--- config.mk ---
export PLATFORM = sky130hd
export DESIGN_NAME = ir_pulse_width_bit_transmitter_top
export DESIGN_NICKNAME = d
export VERILOG_FILES = /design/src/hdl/ipw_pkg.sv /design/src/hdl/ipw_csr.sv /design/src/hdl/ipw_core.sv /design/src/hdl/ir_pulse_width_bit_transmitter_top.sv
export SDC_FILE = /design/constraint.sdc
export NUM_CORES = 1
export LEC_CHECK = 0
export BUFFER_PORTS_ARGS = -buffer_cell sky130_fd_sc_hd__clkbuf_2
export CAP_MARGIN = 20
export CELL_PAD_IN_SITES_DETAIL_PLACEMENT = 0
export CELL_PAD_IN_SITES_GLOBAL_PLACEMENT = 1
export CORE_MARGIN = 8
export CORE_UTILIZATION = 44
export DETAILED_ROUTE_END_ITERATION = 10
export GPL_TIMING_DRIVEN = 0
export PLACE_DENSITY = 0.86
export SLEW_MARGIN = 0
export SYNTH_ARGS = -nofsm -noshare
export SYNTH_HDL_FRONTEND = slang
export SYNTH_SLANG_ARGS = --single-unit
--- constraint.sdc ---
create_clock -name clock -period 4.22 [get_ports clock]
set_input_delay 0.211 -clock clock [delete_from_list [all_inputs] [get_ports clock]]
set_output_delay 0.211 -clock clock [all_outputs]
set_load 0.01 [all_outputs]
--- src/hdl/ipw_pkg.sv ---
// Shared constants and types for the infrared pulse-width bit transmitter.
package ipw_pkg;

   localparam int DATA_WIDTH  = 16;
   localparam int COUNT_WIDTH = 8;
   localparam int LEAD_TICKS  = 2;

   localparam int REG_WIDTH   = 8;
   localparam int IN_DATA_W   = 16;
   localparam int IN_COUNT_W  = 5;
   localparam int BITS_W      = $clog2(DATA_WIDTH + 1);
   localparam int POS_W       = (DATA_WIDTH > 1) ? $clog2(DATA_WIDTH) : 1;

   localparam int ADDR_W      = 4;
   localparam int PDATA_W     = 32;

   localparam logic [ADDR_W-1:0] ADDR_ONE_WIDTH  = ADDR_W'(0);
   localparam logic [ADDR_W-1:0] ADDR_ZERO_WIDTH = ADDR_W'(4);
   localparam logic [ADDR_W-1:0] ADDR_GAP        = ADDR_W'(8);

   localparam logic CMD_TICK  = 1'b0;
   localparam logic CMD_START = 1'b1;

   typedef struct packed {
      logic [REG_WIDTH-1:0] one_pulse_width;
      logic [REG_WIDTH-1:0] zero_pulse_width;
      logic [REG_WIDTH-1:0] gap_cycles;
   } ipw_cfg_type;

   typedef struct packed {
      logic accepted;
      logic mod_level;
      logic busy_res;
      logic done_res;
   } ipw_result_type;

endpackage

--- src/hdl/ipw_csr.sv ---
// Configuration register file with an APB-style access port.
module ipw_csr
   import ipw_pkg::*;
(
   input  logic               clock,
   input  logic               reset,
   input  logic               psel,
   input  logic               penable,
   input  logic               pwrite,
   input  logic [ADDR_W-1:0]  paddr,
   input  logic [PDATA_W-1:0] pwdata,
   output logic [PDATA_W-1:0] prdata,
   output logic               pready,
   output ipw_cfg_type        cfg
);

   ipw_cfg_type cfg_ff;
   ipw_cfg_type cfg_in;
   logic        wr_en;

   assign pready = 1'b1;
   assign wr_en  = psel && penable && pwrite;

   always_comb begin
      cfg_in = cfg_ff;
      if (wr_en) begin
         case (paddr)
            ADDR_ONE_WIDTH:  cfg_in.one_pulse_width  = pwdata[REG_WIDTH-1:0];
            ADDR_ZERO_WIDTH: cfg_in.zero_pulse_width = pwdata[REG_WIDTH-1:0];
            ADDR_GAP:        cfg_in.gap_cycles       = pwdata[REG_WIDTH-1:0];
            default:         cfg_in = cfg_ff;
         endcase
      end
   end

   always_ff @(posedge clock) begin
      if (reset) begin
         cfg_ff.one_pulse_width  <= REG_WIDTH'(20);
         cfg_ff.zero_pulse_width <= REG_WIDTH'(10);
         cfg_ff.gap_cycles       <= REG_WIDTH'(10);
      end else begin
         cfg_ff <= cfg_in;
      end
   end

   always_comb begin
      case (paddr)
         ADDR_ONE_WIDTH:  prdata = PDATA_W'(cfg_ff.one_pulse_width);
         ADDR_ZERO_WIDTH: prdata = PDATA_W'(cfg_ff.zero_pulse_width);
         ADDR_GAP:        prdata = PDATA_W'(cfg_ff.gap_cycles);
         default:         prdata = '0;
      endcase
   end

   assign cfg = cfg_ff;

endmodule

--- src/hdl/ipw_core.sv ---
// Transmit sequencer state and its single-pass next-state and result logic.
module ipw_core
   import ipw_pkg::*;
(
   input  logic                  clock,
   input  logic                  reset,
   input  logic                  step,
   input  logic                  cmd,
   input  logic [IN_DATA_W-1:0]  data,
   input  logic [IN_COUNT_W-1:0] bit_count,
   input  ipw_cfg_type           cfg,
   output ipw_result_type        result
);

   localparam logic [1:0] PH_IDLE  = 2'd0;
   localparam logic [1:0] PH_LEAD  = 2'd1;
   localparam logic [1:0] PH_PULSE = 2'd2;
   localparam logic [1:0] PH_GAP   = 2'd3;

   logic [DATA_WIDTH-1:0]  shift_word_ff, shift_word_in;
   logic [BITS_W-1:0]      bits_left_ff, bits_left_in;
   logic [COUNT_WIDTH-1:0] segment_ticks_ff, segment_ticks_in;
   logic [1:0]             phase_ff, phase_in;
   logic                   level_ff, level_in;

   logic                   accepted;
   logic                   done;
   logic [BITS_W-1:0]      count_sat;
   logic [BITS_W-1:0]      bits_dec;
   logic [POS_W-1:0]       pos;
   logic                   cur_bit;
   logic [REG_WIDTH-1:0]   gap_m1;

   always_comb begin
      if (5'(bit_count) > 5'(DATA_WIDTH) && DATA_WIDTH < 32) begin
         count_sat = BITS_W'(DATA_WIDTH);
      end else begin
         count_sat = BITS_W'(bit_count);
      end
   end

   assign bits_dec = bits_left_ff - BITS_W'(1);
   assign pos      = POS_W'(bits_dec);
   assign cur_bit  = shift_word_ff[pos];
   assign gap_m1   = (cfg.gap_cycles == '0) ? '0 : cfg.gap_cycles - REG_WIDTH'(1);

   always_comb begin
      shift_word_in    = shift_word_ff;
      bits_left_in     = bits_left_ff;
      segment_ticks_in = segment_ticks_ff;
      phase_in         = phase_ff;
      level_in         = level_ff;
      accepted         = 1'b0;
      done             = 1'b0;
      if (cmd == CMD_START) begin
         if (phase_ff == PH_IDLE) begin
            accepted = 1'b1;
            level_in = 1'b0;
            if (count_sat == '0) begin
               done = 1'b1;
            end else begin
               shift_word_in    = DATA_WIDTH'(data);
               bits_left_in     = count_sat;
               segment_ticks_in = COUNT_WIDTH'(LEAD_TICKS - 1);
               phase_in         = PH_LEAD;
            end
         end
      end else if (phase_ff != PH_IDLE) begin
         if (segment_ticks_ff != '0) begin
            segment_ticks_in = segment_ticks_ff - COUNT_WIDTH'(1);
         end else if (phase_ff == PH_PULSE) begin
            bits_left_in = bits_dec;
            level_in     = 1'b0;
            if (bits_dec == '0) begin
               phase_in = PH_IDLE;
               done     = 1'b1;
            end else begin
               segment_ticks_in = COUNT_WIDTH'(gap_m1);
               phase_in         = PH_GAP;
            end
         end else begin
            segment_ticks_in = cur_bit ? COUNT_WIDTH'(cfg.one_pulse_width)
                                       : COUNT_WIDTH'(cfg.zero_pulse_width);
            phase_in         = PH_PULSE;
            level_in         = 1'b1;
         end
      end
   end

   always_ff @(posedge clock) begin
      if (reset) begin
         shift_word_ff    <= '0;
         bits_left_ff     <= '0;
         segment_ticks_ff <= '0;
         phase_ff         <= PH_IDLE;
         level_ff         <= 1'b0;
      end else if (step) begin
         shift_word_ff    <= shift_word_in;
         bits_left_ff     <= bits_left_in;
         segment_ticks_ff <= segment_ticks_in;
         phase_ff         <= phase_in;
         level_ff         <= level_in;
      end
   end

   assign result.accepted  = accepted;
   assign result.mod_level = level_in;
   assign result.busy_res  = (phase_in != PH_IDLE);
   assign result.done_res  = done;

endmodule

--- src/hdl/ir_pulse_width_bit_transmitter_top.sv ---
// Top level of the infrared pulse-width bit transmitter.
//
// The request channel (req_valid, req_ready) carries one word per carrier tick
// or start command: req_cmd, req_data and req_bit_count. Every request word
// produces exactly one response word on the rsp_ channel with the accepted,
// modulation level, busy and done flags that hold after that word.
// A request word is captured in an input register and evaluated in one pass
// against the sequencer state; the response is captured in an output register.
// rsp_valid rises once the captured word advances into the output register,
// so a response passes the input and then the output register, and one word
// is taken per cycle as long as the response side keeps up.
// When the receiver stalls, the output register holds its word, the input
// register holds the next one, and req_ready drops until the output drains.
// Pulse widths and the gap length are set through the APB-style port, which
// is always ready; writes are expected only while the block is idle.
// A synchronous reset empties both registers, returns the sequencer to idle
// with the envelope low and restores the default register values.
module ir_pulse_width_bit_transmitter_top
   import ipw_pkg::*;
(
   input  logic                  clock,
   input  logic                  reset,
   input  logic                  req_valid,
   output logic                  req_ready,
   input  logic                  req_cmd,
   input  logic [IN_DATA_W-1:0]  req_data,
   input  logic [IN_COUNT_W-1:0] req_bit_count,
   output logic                  rsp_valid,
   input  logic                  rsp_ready,
   output logic                  rsp_accepted,
   output logic                  rsp_mod_level,
   output logic                  rsp_busy_res,
   output logic                  rsp_done_res,
   input  logic                  psel,
   input  logic                  penable,
   input  logic                  pwrite,
   input  logic [ADDR_W-1:0]     paddr,
   input  logic [PDATA_W-1:0]    pwdata,
   output logic [PDATA_W-1:0]    prdata,
   output logic                  pready
);

   ipw_cfg_type           cfg;
   ipw_result_type        core_result;
   ipw_result_type        result_ff;
   logic                  in_vld_ff;
   logic                  out_vld_ff;
   logic                  cmd_ff;
   logic [IN_DATA_W-1:0]  data_ff;
   logic [IN_COUNT_W-1:0] count_ff;
   logic                  advance;
   logic                  load_in;

   assign advance   = in_vld_ff && (!out_vld_ff || rsp_ready);
   assign req_ready = !in_vld_ff || advance;
   assign load_in   = req_valid && req_ready;

   ipw_csr u_csr (
      .clock   (clock),
      .reset   (reset),
      .psel    (psel),
      .penable (penable),
      .pwrite  (pwrite),
      .paddr   (paddr),
      .pwdata  (pwdata),
      .prdata  (prdata),
      .pready  (pready),
      .cfg     (cfg)
   );

   ipw_core u_core (
      .clock     (clock),
      .reset     (reset),
      .step      (advance),
      .cmd       (cmd_ff),
      .data      (data_ff),
      .bit_count (count_ff),
      .cfg       (cfg),
      .result    (core_result)
   );

   always_ff @(posedge clock) begin
      if (reset) begin
         in_vld_ff <= 1'b0;
      end else if (load_in) begin
         in_vld_ff <= 1'b1;
      end else if (advance) begin
         in_vld_ff <= 1'b0;
      end
   end

   always_ff @(posedge clock) begin
      if (load_in) begin
         cmd_ff   <= req_cmd;
         data_ff  <= req_data;
         count_ff <= req_bit_count;
      end
   end

   always_ff @(posedge clock) begin
      if (reset) begin
         out_vld_ff <= 1'b0;
      end else if (advance) begin
         out_vld_ff <= 1'b1;
      end else if (rsp_ready) begin
         out_vld_ff <= 1'b0;
      end
   end

   always_ff @(posedge clock) begin
      if (advance) begin
         result_ff <= core_result;
      end
   end

   assign rsp_valid     = out_vld_ff;
   assign rsp_accepted  = result_ff.accepted;
   assign rsp_mod_level = result_ff.mod_level;
   assign rsp_busy_res  = result_ff.busy_res;
   assign rsp_done_res  = result_ff.done_res;

endmodule
==> out/qor.yml, run 1 <==
timing:
  hold_viol: 0
  max_freq_mhz: 327.8
  holdWs_ns: 0.01647
  setup_viol: 0
  slew_violations: 0
  relSlewSlack: 0.3637
  min_period_over_period: 0.7229
  fin_skew_ns: 0.01679
  tightest_slew_ns: 0.9466
  period_minus_slack_ns: 3.051
  setup_tns_ns: 0
  rsz0062_at_grt: "false"
worst_setup_path:
  cp-end-kind: "register"
  cp_data_arrival_time_ns: 3.29
  reg2reg_slack_ns: 1.17
  cp-start-kind: "register"
  path_class: "reg2reg"
  cp.required_ns: 4.46
  cp_max_fo: 9
cts:
  cts_resized: 0
  insertion_delay_ns: 0.36
  clk_pin_slew_ns: 0.10
  cts_buffers: 9
  cts_tree: "done"
  cts_buffer_depth: 2
  cts.sinks: 84
  cts_setup_buffers: 0
  cts_root_buf: "clkbuf_8"
  hold_buffers: 12
  h-tree-depth: 3
logic_synthesis:
  synth.distinct_cells: 62
  syn_inst: 456
  yosysWarnings: 0
  yosys_most_used_dff: "dfxtp_1"
  synth-seq-cells: 84
  syn_area_um2: 4322
  synth_edf_count: 26
  async_flop_share: 0
  ys_seq_area_frac: 0.4493
  syn_area_per_cell_um2: 9.477
job:
  max_cap_viol_count: 0
global_route:
  top_usage_layer: "met2"
  grt-ovfl-total: 0
  grtUsageTotal: 0.1539
  use_met1: 0.1996
  met3_usage: 0.04044
  grt_pass1_vias: 3479
  grt_max_degree: 23
  antenna_found_initial: 0
  grtUsageMet2: 0.2424
  grt_first_pass_wirelength_um: 16500
layout:
  area_growth_pct: 19.92
  final_util: 0.5376
  final_cell_mix: "dfxtp_1, nand2_1, clkbuf_2"
  final_cells: 695
  antenna_cells: 0
  drive_above_1_share: 0.2082
  layout.nets: 628
  final_common_cell: "dfxtp_1"
die:
  core_area_um2: 9639
  start_util: 0.4483
  io_pins: 104
  rows: 36
  die_area_um2: 13250
  dieWidth_um: 115.1
  fp.dieH_um: 115.1
routing:
  routedWlPerCell_um: 14.41
  routed_via_density: 5.170
  via_count: 3593
  drtIter0Drc: 199
  drc: 0
  first_pass_iters: 5
  drtAntennaViolNets: 0
  drt-total-wl_um: 10020
place:
  gp_congestion: 0.8131
  portBuffers: 54
  dpl.cell_count: 667
  dp_hpwl_um: 7443
pwr:
  finalPower_w: 0.001663
  max-vdd-ir-drop_uv: 293.1
  power.density_nw_per_um2: 320.8
  p_leak_nw: 2.089
status:
  status: "finished clean"
min_path:
  min-delay-path-class: "in2reg"
-- worst paths after layout --
path | cells after the start | startpoint | endpoint
hold reg to reg | 2 | u_core.shift_word_ff[15]$_SDFFE_PP0P_ | u_core.shift_word_ff[15]$_SDFFE_PP0P_
setup reg to reg | 9 | u_core.bits_left_ff[0]$_SDFFE_PP0P_ | u_core.segment_ticks_ff[3]$_SDFFE_PP0P_
setup / recovery | 9 | u_core.bits_left_ff[0]$_SDFFE_PP0P_ | u_core.segment_ticks_ff[3]$_SDFFE_PP0P_
hold / removal | 1 | req_bit_count[2] | count_ff[2]$_DFFE_PP_
-- power by group --
part | internal [W] | switching, W | leakage (nW)
logic | 0.0000950 | 0.000121 | 1.26
clock network | 0.000235 | 0.000339 | 0.103
registers | 0.000860 | 0.0000134 | 0.722
total | 0.00119 | 0.000473 | 2.09
-- per-layer routing --
layer | part of all wire | vias up
met5 | 0 | -
met4 | 0.014 | 0
met3 | 0.063 | 11
met2 | 0.46 | 97
met1 | 0.46 | 1674
li1 | - | 1811
-- area by class of cell --
cell class | instances | area [µm²]
sequential | 84 | 1942
clock inverter | 7 | 76.32
timing repair buffer | 67 | 395.4
inverter | 18 | 67.56
clock buffer | 9 | 123.9
tap | 133 | 166.4
multi-input combinational | 329 | 2092
buffer | 48 | 319.1
fill | 908 | 4457
-- per-stage QoR --
stage,setup slack (ns),instance area (µm²)
6_report,1.169,5182
2_1_floorplan,1.566,4408
3_5_place_dp,1.166,4862
3_3_place_gp,1.177,4845
4_1_cts,1.134,5182
5_1_grt,0.9690,5182
-- sequential cells by signal, indices dropped and copies added, names as in the netlist, 2 cells and up --
name / flops
count_ff: 5
data_ff: 16
u_core.bits_left_ff: 5
u_core.phase_ff: 2
u_core.segment_ticks_ff: 8
u_core.shift_word_ff: 16
u_csr.cfg: 24
-- cell families after synthesis --
family,count (synthesis),share of synthesized area
compound gates,98,0.1566
xor+xnor,4,0.008108
fa+ha+maj,6,0.01737
buf+inv,66,0.08946
flops,84,0.4493
mux,34,0.09380
other cells,2,0.001738
simple gates,162,0.1836
-- cell usage after synthesis (2+ instances only) --
cell,instances,area share
a211o_1,7,0.014
a211oi_1,3,0.0052
a21oi_1,27,0.031
a221oi_1,4,0.0081
a222oi_1,8,0.019
a22o_1,2,0.0041
a22oi_1,5,0.0087
a31oi_1,3,0.0043
a32oi_1,2,0.0041
and2_1,3,0.0043
and4_1,3,0.0061
buf_2,3,0.0035
buf_4,26,0.045
buf_6,3,0.0078
clkbuf_1,14,0.012
conb_1,2,0.0017
dfxtp_1,58,0.27
edfxtp_1,26,0.18
ha_1,6,0.017
inv_1,18,0.016
mux2i_1,30,0.069
mux4_1,4,0.024
nand2_1,55,0.048
nand2b_1,5,0.0072
nand3_1,5,0.0058
nand4b_1,2,0.0041
nor2_1,46,0.040
nor2b_1,8,0.012
nor3_1,12,0.014
nor4_1,4,0.0058
nor4b_1,2,0.0041
o21a_1,2,0.0035
o21ai_0,14,0.016
o22ai_1,7,0.010
o31a_1,2,0.0041
o41ai_1,4,0.0081
or2_2,2,0.0029
or2b_2,2,0.0041
or3_1,2,0.0029
xnor2_1,3,0.0061
-- critical path: stages (launching register included) --
cell	delay, ns
dfxtp_1	0.38
buf_6	0.15
inv_1	0.05
ha_1	0.37
mux4_1	0.31
mux2i_1	0.51
mux2i_1	0.39
a22o_1	0.28
a221oi_1	0.38
nor3_1	0.09
Power figures use the tool's default switching activity.
==> run 2, diff against run 1 <==
Settings changed: CORE_UTILIZATION 44 to 37, PLACE_DENSITY 0.86 to 0.77.
Clock period 4.22 ns to 2.6 ns, I/O delays scaled along.
==> out/qor.yml, run 2 (synthesized netlist as in run 1, its figures left out) <==
cts:
  cts_buffer_depth: 2  # unchanged
  insertion_delay_ns: 0.34  # -0.02 ns
  cts_tree: "done"
  cts_buffers: 9  # unchanged
  cts_root_buf: "clkbuf_16"
  h-tree-depth: 3  # unchanged
  clk_pin_slew_ns: 0.07  # -0.03 ns
  cts.sinks: 84  # unchanged
die:
  fp.dieH_um: 124.1  # +7.8%
  die_area_um2: 15390  # +16%
  start_util: 0.3785  # -0.06986
  dieWidth_um: 124.1  # +7.8%
  rows: 39  # +8.3%
  core_area_um2: 11420  # +18%
  io_pins: 104  # unchanged
layout:
  layout.nets: 639  # +1.8%
  drive_above_1_share: 0.2269  # +0.01869
  final_common_cell: "dfxtp_1"
  antenna_cells: 0  # unchanged
  final_cells: 716  # +3.0%
  final_cell_mix: "dfxtp_1, nand2_1, clkbuf_2"
  fillers: 1105  # +22%
  largest_register_ffs: 24  # unchanged
  area_growth_pct: 27.42
worst_setup_path:
  reg2reg_slack_ns: 0.07  # -1.10 ns
  cp_max_fo: 8  # -1
  rr_endpoint: "u_core.segment_ticks_ff[7]$_SDFFE_PP0P_"
  cp_data_arrival_time_ns: 2.74  # -0.55 ns
  path_class: "reg2reg"
  cp-start-kind: "register"
  critPathMaxStageDelay_ns: 0.53  # +0.02 ns
  r2r-start: "u_core.bits_left_ff[1]$_SDFFE_PP0P_"
  reg2reg_depth: 9  # unchanged
  cp.required_ns: 2.81  # -1.65 ns
  cp_slowest_cell: "or4b_4"
  worstPathCellList: "inv_2 -> ha_1 -> or2b_2 -> or4b_4 -> or4_4 -> and2_4 -> buf_6 -> a32oi_1 -> o22ai_1"
  cp-end-kind: "register"
timing:
  max_freq_mhz: 394.6  # +20%
  tightest_slew_ns: 0.9671  # +0.02050 ns
  period_minus_slack_ns: 2.534  # -0.5165 ns
  relSlewSlack: 0.3536  # -0.01010
  rsz0062_at_grt: "false"
  setup_viol: 0  # unchanged
  fin_skew_ns: 0.005453  # -0.01134 ns
  hold_viol: 0  # unchanged
  slew_violations: 0  # unchanged
  holdWs_ns: 0.01797  # +0.001504 ns
  min_period_over_period: 0.9747  # +0.2518
min_path:
  hold_depth: 3  # +2
  hold_end: "in_vld_ff$_SDFFE_PP0P_"
  min_from: "req_valid"
  min-delay-path-class: "in2reg"
global_route:
  grt_first_pass_wirelength_um: 16990  # +2.9%
  grtUsageTotal: 0.1408  # -0.01307
  grt_pass1_vias: 3488  # +0.26%
  grt_max_degree: 23  # unchanged
  antenna_found_initial: 0  # unchanged
  grt-ovfl-total: 0  # unchanged
pwr:
  power.density_nw_per_um2: 551.6  # +72%
  max-vdd-ir-drop_uv: 337.5  # +15%
  p_leak_nw: 2.200  # +5.3%
  finalPower_w: 0.003037  # +83%
job:
  max_cap_viol_count: 0  # unchanged
routing:
  drt-total-wl_um: 10600  # +5.8%
  drtAntennaViolNets: 0  # unchanged
  first_pass_iters: 5  # unchanged
  routedWlPerCell_um: 14.81  # +2.7%
  drtIter0Drc: 158  # -21%
  via_count: 3661  # +1.9%
  drc: 0  # unchanged
  routed_via_density: 5.113  # -1.1%
place:
  dpl.cell_count: 676  # +1.3%
  dp_hpwl_um: 7747  # +4.1%
  portBuffers: 54  # unchanged
  gp_congestion: 0.8226  # +1.2%
status:
  status: "finished clean"
-- run 2: cell count changes in the layout (fill, tap and decap cells not counted), sizes merged --
cell	previous run	this run
inv	22	21
buf	33	35
dlygate4sd3	13	23
-- run 2: metal layers --
layer  wire, µm  up-vias  track usage
met5          0        -            0
met4        167        0      0.05799
met3        672       14      0.03445
met2       5108       99       0.2273
met1       4652     1712       0.1766
li1           -     1836            -
-- run 2: critical path: cells and delay by family (launching register included) --
family,cells,cell delay (ns)
AND/OR/NAND/NOR,4,1.42
flip-flops,1,0.34
AO/OA/AOI/OAI,2,0.30
buffers and inverters,2,0.22
adder cells (fa/ha/maj),1,0.13
-- run 2: what timing repair did --
action | CTS | global route
buffers inserted | 3 | 0
hold buffers | 22 | 0
pin swaps | 1 | 2
setup endpoints to repair | 8 | 8
resized for setup | 10 | 6
endpoints found under the hold margin | 22 | 0
-- run 2: worst max path at each step --
stage                                   startpoint                                       to  slack (ns)
2_1_floorplan  u_core.bits_left_ff[0]$_SDFFE_PP0P_  u_core.segment_ticks_ff[7]$_SDFFE_PP0P_        0.02
3_3_place_gp   u_core.bits_left_ff[0]$_SDFFE_PP0P_  u_core.segment_ticks_ff[3]$_SDFFE_PP0P_       -0.45
3_5_place_dp   u_core.bits_left_ff[0]$_SDFFE_PP0P_  u_core.segment_ticks_ff[3]$_SDFFE_PP0P_       -0.49
4_1_cts        u_core.bits_left_ff[1]$_SDFFE_PP0P_  u_core.segment_ticks_ff[7]$_SDFFE_PP0P_      0.0008
5_1_grt        u_core.bits_left_ff[0]$_SDFFE_PP0P_  u_core.segment_ticks_ff[3]$_SDFFE_PP0P_        0.01
6_report       u_core.bits_left_ff[1]$_SDFFE_PP0P_  u_core.segment_ticks_ff[7]$_SDFFE_PP0P_        0.07
-- run 2: power by group --
| part | leakage, nW | total [W] | internal, W | switching, W |
|---|---|---|---|---|
| Clock | 0.144 | 0.00122 | 0.000682 | 0.000543 |
| Sequential | 0.723 | 0.00142 | 0.00140 | 0.0000230 |
| Combinational | 1.33 | 0.000393 | 0.000182 | 0.000211 |
-- run 2: final cells by class --
class                           instances  area [µm²]  area share
Clock inverter                          6       45.04    0.008180
Tap cell                              143       178.9     0.03249
Inverter                               18       67.56     0.01227
Sequential cell                        84        1943      0.3529
Timing Repair Buffer                   79       513.0     0.09316
Multi-Input combinational cell        329        2205      0.4004
Clock buffer                           10       239.0     0.04340
Buffer                                 47       315.3     0.05726
-- run 2: metrics by stage --
step,cell area [µm²],setup TNS [ns],worst slack (ns),util
after CTS,5468,0,0.0008182,0.4789
after global routing,5507,0,0.01067,0.4822
after floorplan,4415,0,0.01596,-
after global placement,4865,-1.839,-0.4510,0.4260
final,5507,0,0.06586,0.4822
after detailed placement,4883,-1.886,-0.4898,0.4277
